`src/rtl/isfp_pkg.sv`:
```
`timescale 1ns / 1ps
// ----------------------------------------------------------------------------
// isfp_pkg
// Shared types and constants of the IMU serial frame parser.
// ----------------------------------------------------------------------------
package isfp_pkg;

   localparam int unsigned CSR_INDEX_W = 2;
   localparam int unsigned CSR_DATA_W  = 8;

   localparam logic [CSR_INDEX_W-1:0] CSR_HEADER_CODE = 2'd0;
   localparam logic [CSR_INDEX_W-1:0] CSR_ACCEL_CODE  = 2'd1;
   localparam logic [CSR_INDEX_W-1:0] CSR_GYRO_CODE   = 2'd2;
   localparam logic [CSR_INDEX_W-1:0] CSR_ANGLE_CODE  = 2'd3;

   localparam logic [7:0] HEADER_CODE_RST = 8'h55;
   localparam logic [7:0] ACCEL_CODE_RST  = 8'h51;
   localparam logic [7:0] GYRO_CODE_RST   = 8'h52;
   localparam logic [7:0] ANGLE_CODE_RST  = 8'h53;

   localparam logic [7:0] SUM_SEED = 8'h55;

   localparam int unsigned STORED_BYTES = 8;
   localparam int unsigned STORE_W      = 8 * STORED_BYTES;

   localparam logic [1:0] KIND_ACCEL = 2'd0;
   localparam logic [1:0] KIND_GYRO  = 2'd1;
   localparam logic [1:0] KIND_ANGLE = 2'd2;

   typedef enum logic [1:0] {
      PH_HEAD = 2'd0,
      PH_TYPE = 2'd1,
      PH_DATA = 2'd2
   } isfp_phase_type;

   typedef struct packed {
      logic [7:0] header_code;
      logic [7:0] accel_code;
      logic [7:0] gyro_code;
      logic [7:0] angle_code;
   } isfp_codes_type;

endpackage

```
`src/rtl/isfp_csr.sv`:
```
`timescale 1ns / 1ps
// ----------------------------------------------------------------------------
// isfp_csr
// Control registers: header byte and the three frame type codes.
// ----------------------------------------------------------------------------
module isfp_csr
   import isfp_pkg::*;
(
   input  logic                   clock,
   input  logic                   reset,
   input  logic                   csr_wr_en,
   input  logic [CSR_INDEX_W-1:0] csr_index,
   input  logic [CSR_DATA_W-1:0]  csr_wdata,
   output isfp_codes_type         codes
);

   isfp_codes_type codes_ff;
   isfp_codes_type codes_in;

   always_comb begin
      codes_in = codes_ff;
      if (csr_wr_en) begin
         case (csr_index)
            CSR_HEADER_CODE: codes_in.header_code = csr_wdata;
            CSR_ACCEL_CODE:  codes_in.accel_code  = csr_wdata;
            CSR_GYRO_CODE:   codes_in.gyro_code   = csr_wdata;
            CSR_ANGLE_CODE:  codes_in.angle_code  = csr_wdata;
            default:         codes_in = codes_ff;
         endcase
      end
   end

   always_ff @(posedge clock) begin
      if (reset) begin
         codes_ff.header_code <= HEADER_CODE_RST;
         codes_ff.accel_code  <= ACCEL_CODE_RST;
         codes_ff.gyro_code   <= GYRO_CODE_RST;
         codes_ff.angle_code  <= ANGLE_CODE_RST;
      end else begin
         codes_ff <= codes_in;
      end
   end

   assign codes = codes_ff;

endmodule

```
`src/rtl/imu_serial_frame_parser_core.sv`:
```
`timescale 1ns / 1ps
// ----------------------------------------------------------------------------
// imu_serial_frame_parser_core
// Byte-stream frame parser: header, type, payload, sum checksum.
//
//   channel  dir  handshake            payload
//   req      in   req_valid/req_stall  req_rx_byte, req_restart
//   rsp      out  rsp_valid/rsp_stall  rsp_frame_kind, rsp_word_a..d,
//                                      rsp_checksum_ok
//   csr      in   csr_wr_en            csr_index, csr_wdata
//
// One byte per cycle while req_stall is low; the frame result appears in
// the cycle after the checksum byte transfer, held in the output register.
// Synchronous reset returns to header search with default codes.
// req_stall rises only when a checksum byte is due and the output
// register still holds an untaken result.
// ----------------------------------------------------------------------------
module imu_serial_frame_parser_core
   import isfp_pkg::*;
#(
   parameter int unsigned PAYLOAD_BYTES = 8
)
(
   input  logic                   clock,
   input  logic                   reset,

   input  logic                   req_valid,
   output logic                   req_stall,
   input  logic [7:0]             req_rx_byte,
   input  logic                   req_restart,

   output logic                   rsp_valid,
   input  logic                   rsp_stall,
   output logic [1:0]             rsp_frame_kind,
   output logic signed [15:0]     rsp_word_a,
   output logic signed [15:0]     rsp_word_b,
   output logic signed [15:0]     rsp_word_c,
   output logic signed [15:0]     rsp_word_d,
   output logic                   rsp_checksum_ok,

   input  logic                   csr_wr_en,
   input  logic [CSR_INDEX_W-1:0] csr_index,
   input  logic [CSR_DATA_W-1:0]  csr_wdata
);

   localparam int unsigned IDX_W = $clog2(PAYLOAD_BYTES + 1);

   isfp_codes_type codes;

   isfp_csr u_csr (
      .clock     (clock),
      .reset     (reset),
      .csr_wr_en (csr_wr_en),
      .csr_index (csr_index),
      .csr_wdata (csr_wdata),
      .codes     (codes)
   );

   isfp_phase_type     phase_ff, phase_in;
   logic [1:0]         kind_ff, kind_in;
   logic [IDX_W-1:0]   byte_index_ff, byte_index_in;
   logic [7:0]         sum_ff, sum_in;
   logic [STORE_W-1:0] payload_ff, payload_in;

   logic               rsp_valid_ff, rsp_valid_in;
   logic [1:0]         rsp_kind_ff;
   logic [STORE_W-1:0] rsp_payload_ff;
   logic               rsp_ok_ff;

   logic               req_accept;
   logic               rsp_accept;
   logic               payload_full;
   logic               produce;
   logic [31:0]        index_wide;
   logic               index_stored;
   logic [2:0]         slot;

   assign payload_full = (phase_ff == PH_DATA) &&
                         (byte_index_ff == IDX_W'(PAYLOAD_BYTES));
   assign req_stall    = payload_full && rsp_valid_ff && rsp_stall;
   assign req_accept   = req_valid && !req_stall;
   assign rsp_accept   = rsp_valid_ff && !rsp_stall;
   assign produce      = req_accept && !req_restart && payload_full;

   assign index_wide   = 32'(byte_index_ff);
   assign index_stored = index_wide < 32'(STORED_BYTES);
   assign slot         = index_wide[2:0];

   always_comb begin
      phase_in      = phase_ff;
      kind_in       = kind_ff;
      byte_index_in = byte_index_ff;
      sum_in        = sum_ff;
      payload_in    = payload_ff;
      if (req_accept) begin
         if (req_restart) begin
            phase_in = PH_HEAD;
         end else begin
            case (phase_ff)
               PH_TYPE: begin
                  phase_in = PH_DATA;
                  if (req_rx_byte == codes.accel_code) begin
                     kind_in = KIND_ACCEL;
                  end else if (req_rx_byte == codes.angle_code) begin
                     kind_in = KIND_ANGLE;
                  end else if (req_rx_byte == codes.gyro_code) begin
                     kind_in = KIND_GYRO;
                  end else begin
                     phase_in = PH_HEAD;
                  end
                  if (phase_in == PH_DATA) begin
                     sum_in        = sum_ff + req_rx_byte;
                     byte_index_in = '0;
                     payload_in    = '0;
                  end
               end
               PH_DATA: begin
                  if (payload_full) begin
                     phase_in = PH_HEAD;
                  end else begin
                     for (int i = 0; i < STORED_BYTES; i++) begin
                        if (index_stored && slot == 3'(i)) begin
                           payload_in[8*i +: 8] = req_rx_byte;
                        end
                     end
                     sum_in        = sum_ff + req_rx_byte;
                     byte_index_in = byte_index_ff + IDX_W'(1);
                  end
               end
               default: begin
                  phase_in = PH_HEAD;
                  if (req_rx_byte == codes.header_code) begin
                     sum_in   = SUM_SEED;
                     phase_in = PH_TYPE;
                  end
               end
            endcase
         end
      end
   end

   always_comb begin
      rsp_valid_in = rsp_valid_ff;
      if (produce) begin
         rsp_valid_in = 1'b1;
      end else if (rsp_accept) begin
         rsp_valid_in = 1'b0;
      end
   end

   always_ff @(posedge clock) begin
      if (reset) begin
         phase_ff      <= PH_HEAD;
         kind_ff       <= KIND_ACCEL;
         byte_index_ff <= '0;
         sum_ff        <= '0;
         rsp_valid_ff  <= 1'b0;
      end else begin
         phase_ff      <= phase_in;
         kind_ff       <= kind_in;
         byte_index_ff <= byte_index_in;
         sum_ff        <= sum_in;
         rsp_valid_ff  <= rsp_valid_in;
      end
   end

   always_ff @(posedge clock) begin
      payload_ff <= payload_in;
      if (produce) begin
         rsp_kind_ff    <= kind_ff;
         rsp_payload_ff <= payload_ff;
         rsp_ok_ff      <= (sum_ff == req_rx_byte);
      end
   end

   assign rsp_valid       = rsp_valid_ff;
   assign rsp_frame_kind  = rsp_kind_ff;
   assign rsp_word_a      = rsp_payload_ff[15:0];
   assign rsp_word_b      = rsp_payload_ff[31:16];
   assign rsp_word_c      = rsp_payload_ff[47:32];
   assign rsp_word_d      = rsp_payload_ff[63:48];
   assign rsp_checksum_ok = rsp_ok_ff;

   a_rsp_source: assert property (@(posedge clock) disable iff (reset)
      $rose(rsp_valid_ff) |-> $past(produce))
      else $error("result appeared without a checksum byte transfer");

   a_index_bound: assert property (@(posedge clock) disable iff (reset)
      phase_ff == PH_DATA |-> 32'(byte_index_ff) <= 32'(PAYLOAD_BYTES))
      else $error("payload index beyond frame length");

   a_frame_end: assert property (@(posedge clock) disable iff (reset)
      produce |=> rsp_valid_ff && phase_ff == PH_HEAD)
      else $error("frame end did not load result and return to header search");

endmodule
```
`config.mk`:
```
export PLATFORM = sky130hd
export DESIGN_NAME = imu_serial_frame_parser_core
export DESIGN_NICKNAME = d
export VERILOG_FILES = /design/src/rtl/isfp_pkg.sv /design/src/rtl/isfp_csr.sv /design/src/rtl/imu_serial_frame_parser_core.sv
export SDC_FILE = /design/constraint.sdc
export NUM_CORES = 1
export LEC_CHECK = 0
export ABC_AREA = 1
export BUFFER_PORTS_ARGS = -buffer_cell sky130_fd_sc_hd__buf_4
export CORE_UTILIZATION = 45
export CTS_CLUSTER_SIZE = 28
export DETAILED_ROUTE_END_ITERATION = 7
export PLACE_DENSITY = 0.7
export SYNTH_ARGS = -nofsm -noshare
export SYNTH_HDL_FRONTEND = slang
export SYNTH_SLANG_ARGS = --single-unit
export TNS_END_PERCENT = 50
```
`constraint.sdc`:
```
create_clock -name clock -period 3.4 [get_ports clock]
set_clock_uncertainty 0.15 [all_clocks]
set_input_delay 0.17 -clock clock [delete_from_list [all_inputs] [get_ports clock]]
set_output_delay 0.17 -clock clock [all_outputs]
set_load 0.02 [all_outputs]
```
* Word level (Yosys, flattened, before mapping)
Cells that the tools add are included. Widths: inputs -> output; s select.
Storage, ports and cells: register bits after elaboration 180, input bits 24, output and inout port bits 69, word-level logic and storage cells 127
Cells by class: $add $sub $neg 2, order comparisons 1, eq/ne operators 30, muxes and demuxes 33, bitwise operators 1, reductions and logical operators 40
Operators by type and width (number):
- $mux 64 | 2
- $pmux 64 s2 | 1
- $mux 8 | 11
- $reduce_and 6->1 | 8
- $eq 8x8->1 | 5
- $mux 2 | 11
- $ne 2x1->1 const B | 8
- $pmux 8 s2 | 1
- $logic_and 1x1->1 | 15
- $eq 3x3->1 const B | 4
- $reduce_and 2->1 | 5
- $reduce_and 5->1 | 2
- $add 8x8->8 | 1
- $eq 2x2->1 const B | 4
- $mux 4 | 2
- $pmux 4 s2 | 1
- $eq 3x2->1 const B | 2
- $reduce_bool 3->1 | 2
- $add 4x1->4 const B | 1
- $eq 2x1->1 const B | 2
- $eq 4x4->1 const B | 1
- $lt 4x4->1 const B | 1
- $ne 2x2->1 const B | 2
- $pmux 2 s2 | 1
- other kinds (9) | 14

* Longest topological paths before layout
Gate-level depths: netlist (run 1).
depth after elaboration 10, gate-level depth with buffers 14, depth with buffers taken out 13

* Hierarchy
A second synthesis (run 1) with hierarchy kept.
Second synthesis, totals: cell total of the unflattened synthesis 639, area total of the unflattened synthesis 7400.8 um^2
Modules (own cells, without submodules):
- imu_serial_frame_parser_core | instances 1, cells an instance 454, area each 6014.5 um^2, sequential area each 4274.1 um^2
- isfp_csr | instances 1, cells an instance 185, area each 1386.3 um^2, sequential area each 640.6 um^2

* Worst setup path before layout (run 1)
OpenSTA, ideal clock, no wires.
path type reg2reg, start register byte_index_ff[0], end register rsp_ok_ff (netlist: rsp_checksum_ok) (enable), arrival 2.452 ns, setup slack 0.377 ns, stages on the path, launching flop included 10, buffers on the path 0, cells stage by stage dfxtp_1 -> inv_1 -> ha_1 -> nand2_4 -> nor3_4 -> nand3_2 -> nand2_1 -> nor2_2 -> nand2_1 -> inv_1
Between the ends: longest elaborated chain between the ends 8
Ends and longest elaborated chain:
- start, declared | RTL line imu_serial_frame_parser_core.sv:61 | logic [IDX_W-1:0] byte_index_ff, byte_index_in;
- start signal, assigned | RTL line imu_serial_frame_parser_core.sv:161 | byte_index_ff <= byte_index_in;
- $eq 4x4->1 * | RTL line imu_serial_frame_parser_core.sv:79 | (byte_index_ff == IDX_W'(PAYLOAD_BYTES));
- $logic_and 1x1->1 * | RTL line imu_serial_frame_parser_core.sv:78 | assign payload_full = (phase_ff == PH_DATA) &&
- $logic_and 1x1->1 (2 in series) | RTL line imu_serial_frame_parser_core.sv:80 | assign req_stall = payload_full && rsp_valid_ff && rsp_stall;
- $logic_not 1->1 | RTL line imu_serial_frame_parser_core.sv:81 | assign req_accept = req_valid && !req_stall;
- $logic_and 1x1->1 | RTL line imu_serial_frame_parser_core.sv:81
- $logic_and 1x1->1 | RTL line imu_serial_frame_parser_core.sv:83 | assign produce = req_accept && !req_restart && payload_full;
- $logic_and 1x1->1 * | RTL line imu_serial_frame_parser_core.sv:83
- net produce | RTL line imu_serial_frame_parser_core.sv:73 | logic produce;
- end signal, assigned | RTL line imu_serial_frame_parser_core.sv:172 | rsp_ok_ff <= (sum_ff == req_rx_byte);
- end, declared | RTL line imu_serial_frame_parser_core.sv:68 | logic rsp_ok_ff;
The timed path passes the listed nets; every way through them passes the cells marked *. A chain may end at the register's enable or synchronous reset.

* Worst setup path after layout (run 1)
start register byte_index_ff[0], end register payload_ff[56] (enable)
Between the ends: longest elaborated chain between the ends 7, elaborated cells on any way between the ends 12, classes of those cells order compare (1); eq/ne (4); reduce/logical (7)
Ends and longest elaborated chain:
- branches (longest 6 deep; another with $lt 4x4->1)
- $reduce_and 6->1 (no line) *
- end signal, assigned | RTL line imu_serial_frame_parser_core.sv:168 | payload_ff <= payload_in;
- end, declared | RTL line imu_serial_frame_parser_core.sv:63 | logic [STORE_W-1:0] payload_ff, payload_in;
Every way passes the cells marked *.

==> results of run 1 <==
## metrics by stage
stage	instance area [µm²]	setup slack, ns	cells
after global routing	8740	0.579	929
after CTS	8740	0.765	929
after floorplan	7180	0.377	591
after global placement	8020	0.929	881
final	8740	0.796	929
after detailed placement	8020	0.782	881
## worst reg2reg max path, stage by stage, from the launching register on
cell	delay [ns]
dfxtp_1	0.38
inv_1	0.11
ha_1	0.26
nand2_4	0.10
nor3_4	0.05
nand3_2	0.09
nand2_1	0.06
nor2_2	0.13
inv_2	0.07
nor2_4	0.12
nand3b_4	0.14
nor2_1	0.57
## synth_stat cells, types with 2 or more instances
| cell type | number |
|---|---|
| clkinv_2 | 2 |
| xnor2_1 | 23 |
| clkinv_1 | 2 |
| nand4_1 | 10 |
| o21ai_0 | 22 |
| dfxtp_1 | 49 |
| nand3_1 | 26 |
| nand4_4 | 2 |
| inv_1 | 52 |
| clkbuf_1 | 4 |
| a21oi_1 | 22 |
| nor2_2 | 4 |
| nor3_4 | 3 |
| nand2_4 | 2 |
| nor2_1 | 55 |
| edfxtp_1 | 131 |
| ha_1 | 15 |
| inv_2 | 6 |
| nand3_2 | 3 |
| xor2_1 | 5 |
| nand2_1 | 121 |
| buf_6 | 11 |
| a21oi_2 | 5 |
| nor3_1 | 2 |
| nand2_2 | 2 |
## power by group through the flow
stage	clock network [mW]	registers (mW)	logic [mW]
after floorplan	0	2.42	0.148
after global placement	0	2.42	0.193
after detailed placement	0	2.43	0.199
after CTS	1.89	2.38	0.214
after global routing	1.98	2.38	0.239
final	1.88	2.38	0.214
## how the worst max path moves through the flow
stage          depth (start not counted)                           end                     startpoint  slack [ns]
2_1_floorplan                          9     rsp_checksum_ok$_DFFE_PP_  byte_index_ff[0]$_SDFFE_PP0P_        0.38
3_3_place_gp                          11  payload_ff[57]$_SDFFCE_PN0P_  byte_index_ff[0]$_SDFFE_PP0P_        0.93
3_5_place_dp                          11  payload_ff[57]$_SDFFCE_PN0P_  byte_index_ff[0]$_SDFFE_PP0P_        0.78
4_1_cts                               11  payload_ff[56]$_SDFFCE_PN0P_  byte_index_ff[0]$_SDFFE_PP0P_        0.77
5_1_grt                               11  payload_ff[59]$_SDFFCE_PN0P_  byte_index_ff[0]$_SDFFE_PP0P_        0.58
6_report                              11  payload_ff[56]$_SDFFCE_PN0P_  byte_index_ff[0]$_SDFFE_PP0P_        0.80
## logic make-up (layout without fill, tap and decap cells)
logic type | Yosys count | after routing | share of synthesized area
AO/OA/AOI/OAI | 51 | 51 | 0.0389
XOR/XNOR | 29 | 29 | 0.0364
adder cells (fa/ha/maj) | 16 | 16 | 0.0289
buffers and inverters | 78 | 205 | 0.0542
flip-flops | 180 | 180 | 0.684
AND/OR/NAND/NOR | 237 | 237 | 0.157
## flip-flops by register name (all words and copies together), names as in the netlist
name	count
byte_index_ff	4
kind_ff	2
payload_ff	64
phase_ff	2
rsp_checksum_ok	1
rsp_frame_kind	2
rsp_payload_ff	64
rsp_valid	1
sum_ff	8
u_csr.codes	32
## final cells by class
class | count | area, µm² | share of cell area
sequential | 180 | 4910 | 0.563
inverter | 62 | 235 | 0.0269
tap | 211 | 264 | 0.0302
timing repair buffer | 111 | 886 | 0.101
clock inverter | 15 | 135 | 0.0155
multi-input combinational | 333 | 1880 | 0.215
clock buffer | 17 | 425 | 0.0487
## layer usage
metal  share of wire  vias to the layer above  track usage  wire length, µm
met1            0.44                     2166        0.238             6430
met2            0.48                      160        0.318             7000
met3           0.061                       20       0.0405              895
li1                -                     2217            -                -
met5               0                        -            0                0
met4           0.016                        0       0.0754              237
==> run summary, run 1 <==
Wire length per cell -> 15.7 µm
WL final -> 14600 µm
Total power -> 4.47 mW
Worst path required time -> 3.32 ns
R2r endpoint -> payload_ff[56]$_SDFFCE_PN0P_
Vias in the first global route -> 4492
Slowest CP cell -> nor2_1
Starting density of the core -> 0.467
Initial DRC Count -> 248
Hold Path Depth -> 4
Most frequent cells in the layout -> edfxtp_1, nand2_1, buf_4
Reg-to-reg slack, setup -> 0.80 ns
R2R cell count -> 11
Gates resized, CTS repair -> 0
Layout cells sized above 1 -> 0.226
Lkg Pwr -> 3.46 nW
Crit. End Element -> register
Row count -> 45
Top Ports -> 93
Post-DP HPWL -> 9770 µm
Vert. Die Dim -> 128 µm
Cell Chain, Critical Path -> inv_1 -> ha_1 -> nand2_4 -> nor3_4 -> nand3_2 -> nand2_1 -> nor2_2 -> inv_2 -> nor2_4 -> nand3b_4 -> nor2_1
Commonest non-fill, non-tap cell in the layout -> edfxtp_1
Worst-margin pin slew -> 1.01 ns
Ranking of synthesized cells by area -> edfxtp_1, dfxtp_1, nand2_1, nor2_1, xnor2_1
Crit path launch type -> register
DRC -> 0
Pwr dens -> 511 mW/mm²
Core area -> 0.0154 mm²
Kind of critical path -> reg -> reg
Seq pwr share -> 0.532
CTS tree -> done
Area Growth Syn to Fin -> 21.7%
Total CTS buffers -> 17
Post-Syn Nets -> 631
HP Class -> in -> reg
Cts hold-fix bufs -> 16
Final Hold Viols -> 0
Total track usage -> 0.189
Worst hold slack -> 0.0906 ns
Synth cell types -> 37
WP data arrival -> 2.52 ns
Status -> completed
Die boundary width -> 128 µm
GP Congestion -> 0.825
Drt pass-1 iters -> 6
Clock share of power -> 0.420
Largest net degree at the start of global routing -> 54
CP max stage delay -> 0.57 ns
Via density -> 4.91
Setup violations, final -> 0
Initial antenna violation count -> 0
Seq/Total Area, Yosys -> 0.684
# nets final -> 745
Crit share post-route -> 0.766
Net Sw Power -> 1.05 mW
Overflow after GRT -> 0
Fin util -> 0.568
Fin. max-slew vios -> 0
Post-synth EDFFs -> 131
Top_reg_cell synth -> edfxtp_1
Crit path buffers/inverters -> 2
Via count -> 4563
Flops & latches, synth -> 180
RR Startpoint -> byte_index_ff[0]$_SDFFE_PP0P_
Peak VDD IR -> 0.339 mV
CP max FO -> 8
First-pass GRT wire length -> 23000 µm
Diode count -> 0
Port Buffers -> 92
P_int -> 3.41 mW
Clock Root Buffer -> clkbuf_16
Post-Syn Instances -> 591
Total Die Area -> 0.0165 mm²
Asr flop ratio synth -> 0
Hold Path Sink -> sum_ff[0]$_SDFFE_PP0P_
Synth top area share -> 0.548
Net Sw Frac -> 0.236
Fillers -> 1232
Max-Slew Margin vs Limit -> 0.324
Minimum clock period -> 2.60 ns
# Post-CTS Setup Buffers -> 0
Hold_sp -> req_rx_byte[0]
H-tree levels -> 4
Logic pwr share -> 0.048
CTS Buffer Depth -> 2
Antenna-violating nets left -> 0
Post-synthesis cell area -> 0.00718 mm²
RSZ-0062 raised after global routing -> no
CP top delay family -> simple AND/OR/NAND/NOR gates
Synth area leader -> edfxtp_1
Yosys warnings -> 0
Achievable frequency -> 384 MHz
Clock Sinks -> 180
Clock Latency Late Sink -> 0.43 ns
Total negative slack -> 0 ns
Max cap viols -> 0
CTS clk-pin slew, worst paths -> 0.07 ns
Syn_area_per_cell -> 12.1 µm²
Power figures use the tool's default switching activity.
==> run 2, diff against run 1 <==
- PLACE_DENSITY: 0.7 -> 0.72
- clock period: 3.4 -> 2.3 ns (I/O delays scaled with it)
==> run summary, run 2 (synthesis results as in run 1) <==
Status -> completed
Die boundary width -> 128 µm
Total negative slack -> 0 ns
Initial antenna violation count -> 0
Most frequent cells in the layout -> edfxtp_1, nand2_1, buf_4
# nets final -> 762
Cell Chain, Critical Path -> inv_4 -> ha_4 -> nand2_4 -> nor3_4 -> nand3_2 -> nand2_2 -> nor2_4 -> inv_2 -> nor2_4 -> nand3b_4 -> a21oi_4
Worst setup margin -> 0.111 ns
Commonest non-fill, non-tap cell in the layout -> edfxtp_1
Area Growth Syn to Fin -> 24.8%
Total CTS buffers -> 17
Final Hold Viols -> 0
Crit share post-route -> 0.952
Vias in the first global route -> 4574
Place WS -> -0.0527 ns
Peak VDD IR -> 0.497 mV
Via density -> 4.93
Max cap viols -> 0
CP max FO -> 8
Total track usage -> 0.190
Setup violations, final -> 0
Via count -> 4659
Fin. max-slew vios -> 0
Crit-path most repeated cell -> nor2_4
Post-DP HPWL -> 10200 µm
CP max stage delay -> 0.38 ns
First-pass GRT wire length -> 23200 µm
WL final -> 14800 µm
Wire length per cell -> 15.6 µm
HP Class -> in -> reg
Core area -> 0.0154 mm²
Kind of critical path -> reg -> reg
Lkg Pwr -> 3.56 nW
Row count -> 45
Starting density of the core -> 0.467
Clock Sinks -> 180
CTS Buffer Depth -> 2
RSZ-0062 raised after global routing -> no
Pwr dens -> 740 mW/mm²
WP data arrival -> 2.14 ns
Initial DRC Count -> 260
Worst-margin pin slew -> 0.386 ns
Slowest CP cell -> dfxtp_4
CTS clk-pin slew, worst paths -> 0.07 ns
Worst hold slack -> 0.0382 ns
Achievable frequency -> 457 MHz
Non-filler cells, final -> 945
Port Buffers -> 92
Largest net degree at the start of global routing -> 61
Layout cells sized above 1 -> 0.260
DRC -> 0
Worst path required time -> 2.25 ns
Fin util -> 0.583
H-tree levels -> 4
Diode count -> 0
Reg-to-reg slack, setup -> 0.11 ns
Crit path launch type -> register
Clock Root Buffer -> clkbuf_16
Vert. Die Dim -> 128 µm
GP Congestion -> 0.840
Crit. End Element -> register
Minimum clock period -> 2.19 ns
Overflow after GRT -> 0
Antenna-violating nets left -> 0
Max-Slew Margin vs Limit -> 0.742
Clock Latency Late Sink -> 0.43 ns
CTS tree -> done
Total Die Area -> 0.0165 mm²
Dpl cells -> 892
Drt pass-1 iters -> 4
Top Ports -> 93
==> run 2: changes by cell type in the layout (fill, tap and decap cells not counted), sizes merged <==
cell,change
buf,+17
bufinv,+1
clkinv,+1
clkinvlp,+1
inv,-4
==> run 2: worst paths after layout <==
kind | startpoint | end | depth (start not counted)
hold reg to reg | payload_ff[46]$_SDFFCE_PN0P_ | rsp_payload_ff[46]$_DFFE_PP_ | 0
hold / removal | req_rx_byte[0] | sum_ff[0]$_SDFFE_PP0P_ | 4
setup reg to reg | byte_index_ff[0]$_SDFFE_PP0P_ | payload_ff[15]$_SDFFCE_PN0P_ | 11
setup / recovery | byte_index_ff[0]$_SDFFE_PP0P_ | payload_ff[15]$_SDFFCE_PN0P_ | 11
==> run 2: routing by layer <==
layer | global-route usage | part of all wire | routed length [µm]
met5 | 0 | 0 | 0
met4 | 0.0734 | 0.015 | 225
met3 | 0.0438 | 0.058 | 858
met2 | 0.320 | 0.50 | 7380
met1 | 0.239 | 0.43 | 6290
==> run 2: power breakdown <==
part | internal [mW] | switching, mW
Sequential | 3.49 | 0.0249
Combinational | 0.137 | 0.187
Clock | 1.52 | 1.27
Total | 5.15 | 1.49
==> run 2: per-stage QoR <==
| step | cell area (µm²) | total power, mW |
|---|---|---|
| 2_1_floorplan | 7200 | 3.80 |
| 3_3_place_gp | 8120 | 3.87 |
| 3_5_place_dp | 8120 | 3.89 |
| 4_1_cts | 8860 | 6.67 |
| 5_1_grt | 8960 | 6.85 |
| 6_report | 8960 | 6.63 |
==> run 2: final cells by class <==
type / instances / area (µm²)
clock buffers: 17 / 425
repair buffers: 128 / 1010
flip-flops and latches: 180 / 4920
clock inverters: 14 / 149
multi-input cells: 333 / 1940
well taps: 211 / 264
fillers: 1208 / 6410
inverters: 62 / 241
==> run 2: repair_timing <==
action | CTS | global route
endpoints found under the hold margin | 45 | 0
endpoints found under the setup margin | 32 | 64
pin swaps | 0 | 7
hold buffers | 16 | 0
gates resized for setup | 1 | 13
setup buffers | 0 | 6
==> run 2: critical path, delay by kind of cell (launching register included) <==
kind	cells	cell delay, ns
fa+ha+maj	1	0.16
buf+inv	2	0.12
flops	1	0.38
compound gates	1	0.32
simple gates	7	0.72
